$ cat src/rtl/can_tseg_pkg.sv
package can_tseg_pkg;

  localparam int unsigned MEM_DEPTH = 4096;
  localparam int unsigned ADDR_W    = $clog2(MEM_DEPTH);
  localparam logic [11:0] MAX_MSG_BYTES = 12'd4095;

  // function codes on the request channel
  localparam logic [2:0] FN_RX_FRAME = 3'd0;
  localparam logic [2:0] FN_TICK     = 3'd1;
  localparam logic [2:0] FN_LOAD     = 3'd2;
  localparam logic [2:0] FN_START    = 3'd3;
  localparam logic [2:0] FN_READ     = 3'd4;

  // PCI frame types (upper nibble of byte 0)
  localparam logic [3:0] PCI_SF = 4'h0;
  localparam logic [3:0] PCI_FF = 4'h1;
  localparam logic [3:0] PCI_CF = 4'h2;
  localparam logic [3:0] PCI_FC = 4'h3;

  // flow status
  localparam logic [3:0] FS_CTS   = 4'h0;
  localparam logic [3:0] FS_WAIT  = 4'h1;
  localparam logic [3:0] FS_OVFLW = 4'h2;

  localparam logic [7:0] STMIN_MAX   = 8'h7F;
  localparam logic [7:0] STMIN_US_LO = 8'hF1;
  localparam logic [7:0] STMIN_US_HI = 8'hF9;

  // configuration register indexes
  localparam logic [2:0] CFG_ADV_BS   = 3'd0;
  localparam logic [2:0] CFG_ADV_ST   = 3'd1;
  localparam logic [2:0] CFG_CR_TO    = 3'd2;
  localparam logic [2:0] CFG_BS_TO    = 3'd3;
  localparam logic [2:0] CFG_WAIT_MAX = 3'd4;
  localparam logic [2:0] CFG_CAN_ID   = 3'd5;

  typedef enum logic [1:0] {
    PH_IDLE, PH_WAIT_FIRST_FC, PH_WAIT_FC, PH_SENDING
  } phase_t;

  typedef enum logic [2:0] {
    OP_FRAME, OP_TICK, OP_LOAD, OP_START, OP_READ, OP_NOP
  } op_t;

  typedef enum logic [1:0] {
    CP_NONE, CP_TX_RD, CP_RX_WR, CP_RX_RD
  } copy_t;

  typedef enum logic [1:0] {
    ST_FETCH, ST_DECIDE, ST_COPY, ST_RESULT
  } eng_state_t;

  typedef struct packed {
    logic [2:0]  func;
    logic [63:0] frame_bytes;
    logic [3:0]  frame_dlc;
    logic        functional_addressing;
    logic [11:0] byte_index;
    logic [7:0]  byte_value;
    logic [11:0] send_length;
  } req_item_t;

  typedef struct packed {
    logic        frame_out_valid;
    logic [63:0] frame_out_bytes;
    logic [28:0] frame_out_id;
    logic        message_done;
    logic [11:0] message_length;
    logic        message_functional;
    logic [7:0]  read_data;
    logic        send_busy;
  } rsp_item_t;

  typedef struct packed {
    op_t         op;
    logic [63:0] frame_bytes;
    logic [3:0]  dlc;
    logic        functional;
    logic [11:0] byte_index;
    logic [7:0]  byte_value;
    logic [11:0] send_length;
  } q_item_t;

  typedef struct packed {
    logic [7:0]  adv_bs;
    logic [7:0]  adv_st;
    logic [15:0] cr_to;
    logic [15:0] bs_to;
    logic [7:0]  wait_max;
    logic [28:0] can_id;
  } cfg_t;

  function automatic logic [7:0] stmin_clamp(input logic [7:0] st);
    logic [7:0] r;
    if (st >= STMIN_US_LO && st <= STMIN_US_HI) r = 8'd1;
    else if (st > STMIN_MAX) r = STMIN_MAX;
    else r = st;
    return r;
  endfunction

endpackage

$ cat src/rtl/can_tseg_front.sv
module can_tseg_front (
  input  logic                     clk,
  input  logic                     rst,
  input  logic                     req_valid,
  output logic                     req_ready,
  input  can_tseg_pkg::req_item_t  req,
  output logic                     q_valid,
  output can_tseg_pkg::q_item_t    q_item,
  input  logic                     pop
);
  import can_tseg_pkg::*;

  q_item_t    slot [2];
  logic       wr_ptr;
  logic       rd_ptr;
  logic [1:0] count;
  q_item_t    cls;
  logic       push;

  always_comb begin
    cls.frame_bytes = req.frame_bytes;
    cls.dlc         = (req.frame_dlc > 4'd8) ? 4'd8 : req.frame_dlc;
    cls.functional  = req.functional_addressing;
    cls.byte_index  = req.byte_index;
    cls.byte_value  = req.byte_value;
    cls.send_length = req.send_length;
    unique case (req.func)
      FN_RX_FRAME: cls.op = OP_FRAME;
      FN_TICK:     cls.op = OP_TICK;
      FN_LOAD:     cls.op = OP_LOAD;
      FN_START:    cls.op = OP_START;
      FN_READ:     cls.op = OP_READ;
      default:     cls.op = OP_NOP;
    endcase
  end

  assign req_ready = (count != 2'd2);
  assign push      = req_valid && req_ready;
  assign q_valid   = (count != 2'd0);
  assign q_item    = slot[rd_ptr];

  always_ff @(posedge clk) begin
    if (push) begin
      slot[wr_ptr] <= cls;
    end
  end

  always_ff @(posedge clk) begin
    if (rst) begin
      wr_ptr <= 1'b0;
      rd_ptr <= 1'b0;
      count  <= 2'd0;
    end else begin
      if (push) wr_ptr <= ~wr_ptr;
      if (pop) rd_ptr <= ~rd_ptr;
      count <= count + {1'b0, push} - {1'b0, pop};
    end
  end

endmodule

$ cat config.mk
export PLATFORM = sky130hd
export DESIGN_NAME = can_tseg_front
export DESIGN_NICKNAME = d
export VERILOG_FILES = /design/src/rtl/can_tseg_pkg.sv /design/src/rtl/can_tseg_front.sv
export SDC_FILE = /design/constraint.sdc
export NUM_CORES = 1
export LEC_CHECK = 0
export ABC_AREA = 1
export ABC_CLOCK_PERIOD_IN_PS = 6800
export BUFFER_PORTS_ARGS = -buffer_cell sky130_fd_sc_hd__buf_2
export CORE_ASPECT_RATIO = 0.9
export CORE_MARGIN = 2
export CORE_UTILIZATION = 50
export CTS_BUF_LIST = sky130_fd_sc_hd__clkbuf_4 sky130_fd_sc_hd__clkbuf_8 sky130_fd_sc_hd__clkbuf_16
export CTS_CLUSTER_SIZE = 30
export DETAILED_ROUTE_END_ITERATION = 12
export PLACE_DENSITY_LB_ADDON = 0.05
export REMOVE_ABC_BUFFERS = 1
export SETUP_SLACK_MARGIN = 0.5
export SYNTH_ARGS = -nofsm -noshare
export SYNTH_HDL_FRONTEND = slang
export SYNTH_SLANG_ARGS = --single-unit
export TNS_END_PERCENT = 5
$ cat constraint.sdc
create_clock -name clk -period 6.8 [get_ports clk]
set_clock_uncertainty 0.1 [all_clocks]
set_input_delay 0.34 -clock clk [delete_from_list [all_inputs] [get_ports clk]]
set_output_delay 0.34 -clock clk [all_outputs]
set_load 0.005 [all_outputs]
==> run_results.csv <==
group,metric,value,unit
status,status,"finished, final reports clean",
synthesis,synthArstFlopShare,0,%
worst_setup_path,worstSetupPathType,"reg2out",
route,vias,4368,
die,io_pins,214,
die,die_w,138,um
global_routing,grt_usage,17.2,%
synthesis,ys_top_cells_by_area,"edfxtp_1 (78%), mux2_4 (11%), mux2_2 (6.2%)",
worst_setup_path,crit_family,"buffers and inverters",
place,placed_area,9280,um2
synthesis,synth_area,8030,um2
route,drt_pass1_iterations,4,
worst_setup_path,worstPathMaxFanout,54,
sta,fin_crit,3290,ps
worst_setup_path,cp_slowest_cell,"dfxtp_4",
worst_setup_path,max_stage_delay,860,ps
die,initial_core_util,51.7,%
clock_tree,htreeDepth,1,
power_and_ir_drop,intPower,2.62,mW
worst_setup_path,r2r_start,"count[0]",
synthesis,synth_flop_cell,"edfxtp_1",
power_and_ir_drop,p_leak,4.37,nW
worst_setup_path,crit_required,6360,ps
worst_setup_path,critPathBufInv,2,
sta,max_freq,304,MHz
die,std_cell_rows,43,
sta,setup_tns,0,ps
worst_setup_path,path_cells,"buf_4, mux2_2, buf_2",
sta,finalSetupViolCount,0,
route,viasPerCell,4.78,
clock_tree,cts_sinks,213,
final_layout,area_growth_syn_to_layout,37.8,%
clock_tree,cts_tree,"built",
place,dp_hpwl,9100,um
synthesis,synth_area_per_cell,21.8,um2
clock_tree,clock_path_buffers,3,
final_layout,final_cells,913,
worst_hold_path,hp-class,"in2reg",
synthesis,synth_seq_cells,213,
power_and_ir_drop,p_sw_share,20.6,%
global_routing,grt_overflow,0,
power_and_ir_drop,pwr-share-comb,12.5,%
die,die_h,124,um
worst_setup_path,end_kind,"output pin",
power_and_ir_drop,cellPowerDensity,299,nW/um2
synthesis,synth_commonest_cells,"edfxtp_1 (208), mux2_4 (60), mux2_2 (44)",
sta,slew_headroom,22.0,%
synthesis,synth-seq-area-share,79.0,%
synthesis,synth_top_cell_by_area,"edfxtp_1",
synthesis,synth_top_area_share,77.7,%
global_routing,grt_pass1_vias,4672,
route,ant_nets,0,
final_layout,fill_cells,1059,
final_layout,fin_area,11100,um2
die,design.core.area,15500,um2
sta,tightestPinTransition,1170,ps
place,placedCellCount,773,
clock_tree,post_cts_buffers,0,
die,die_area,17100,um2
place,io_buffer_count,213,
synthesis,synth_edf_count,208,
synthesis,yosysMostFrequentCell,"edfxtp_1",
flow_run,cap_violations,0,
sta,drv_slew,0,
route,routed_wl,15100,um
power_and_ir_drop,pwr-share-clk,38.7,%
clock_tree,clk_latency,480,ps
final_layout,multi_input_area,1550,um2
final_layout,ff_latch_area,6350,um2
place,gp_congestion,0.728,
synthesis,yosysWarnings,0,
worst_setup_path,startpoint_type,"register",
clock_tree,numCtsBuffers,22,
sta,rsz0062_at_grt,"no",
final_layout,antenna_cells,0,
route,routedWlPerCell,16.5,um
clock_tree,root_buffer,"clkbuf_16",
power_and_ir_drop,p_switching,0.681,mW
final_layout,final_nets,804,
power_and_ir_drop,vdd_ir_drop_max,0.000186,V
sta,holdWs,47.5,ps
global_routing,antenna_found_initial,0,
route,drtIter0Drc,249,
power_and_ir_drop,seq_power_share,48.7,%
worst_setup_path,cp.arrival,2850,ps
worst_hold_path,min_from,"req_valid",
sta,finalCritPeriodShare,48.4,%
synthesis,synthDistinctLibCells,17,
route,drc_errors,0,
final_layout,drive_above_1_share,50.5,%
global_routing,grt_pass1_wl,22900,um
sta,hold_violations,0,
synthesis,netlist_instances,368,
global_routing,grt_max_degree,85,
clock_tree,clk_pin_slew,60,ps
-- worst paths after layout --
| check | to | slack [ps] | depth (start not counted) |
|---|---|---|---|
| worst max-delay path | q_item[0] | 3510 | 3 |
| worst min-delay path | wr_ptr | 50 | 3 |
| worst max register to register | slot[0][85] | 4050 | 5 |
| worst min register to register | wr_ptr | 420 | 2 |
-- state kept, by name, indices dropped and copies added (netlist names), named ones only --
register  count
count         2
rd_ptr        1
slot        208
wr_ptr        1
-- layout by cell type (no fill, tap or decap), types with 5 or more instances in the layout --
master,count
edfxtp_1,208
bufinv_16,5
nand2_1,9
mux2_4,60
nor2_1,8
clkbuf_16,23
mux2_2,44
dlygate4sd3_1,100
clkinv_1,5
buf_2,213
inv_1,9
-- power groups by stage --
stage	clock [mW]	combinational, mW	sequential [mW]
after floorplan	0	0.215	1.65
after global placement	0	0.368	1.63
after detailed placement	0	0.373	1.64
after CTS	1.31	0.421	1.61
after global routing	1.36	0.455	1.62
final	1.28	0.415	1.61
-- metrics by stage --
step	power [mW]	util, %	setup slack [ps]
floorplan	1.87	-	1190
global route	3.43	71.2	3360
finish	3.31	71.2	3510
global placement	2.00	59.7	4040
CTS	3.35	71.2	3480
detailed placement	2.01	59.7	3990
-- cells by family (layout without fill, tap and decap cells) --
| logic type | Yosys count | count (layout) | share of synthesized area (%) |
|---|---|---|---|
| xor+xnor | 2 | 2 | 0.218 |
| flops | 213 | 213 | 79.0 |
| compound gates | 4 | 4 | 0.312 |
| buf+inv | 23 | 366 | 1.93 |
| mux | 104 | 104 | 17.4 |
| simple gates | 21 | 21 | 1.01 |
| fa+ha+maj | 1 | 1 | 0.156 |
-- worst min-delay path: cells and delay by family --
| family | cells | cell delay, ps |
|---|---|---|
| buffers and inverters | 1 | 110 |
| AND/OR/NAND/NOR | 1 | 70 |
| AO/OA/AOI/OAI | 1 | 60 |
-- layout make-up --
class                   instances  area share, %
flip-flops and latches        213           57.4
repair buffers                317           18.9
well taps                     202           2.28
multi-input cells             132           14.0
clock inverters                13           1.66
clock buffers                  27           5.47
inverters                       9          0.305
-- per-layer routing --
metal	wire, um	GRT usage (%)	vias to the layer above
met3	1210	5.01	30
met1	5920	20.0	2108
met5	0	0	-
met2	7510	30.4	146
li1	-	-	2084
met4	418	5.70	0
-- what timing repair did --
item,4_1_cts,5_1_grt
hold buffers,100,0
hold endpoints to repair,202,0
resized for setup,0,0
No activity file was read; power rests on OpenSTA's default activity.
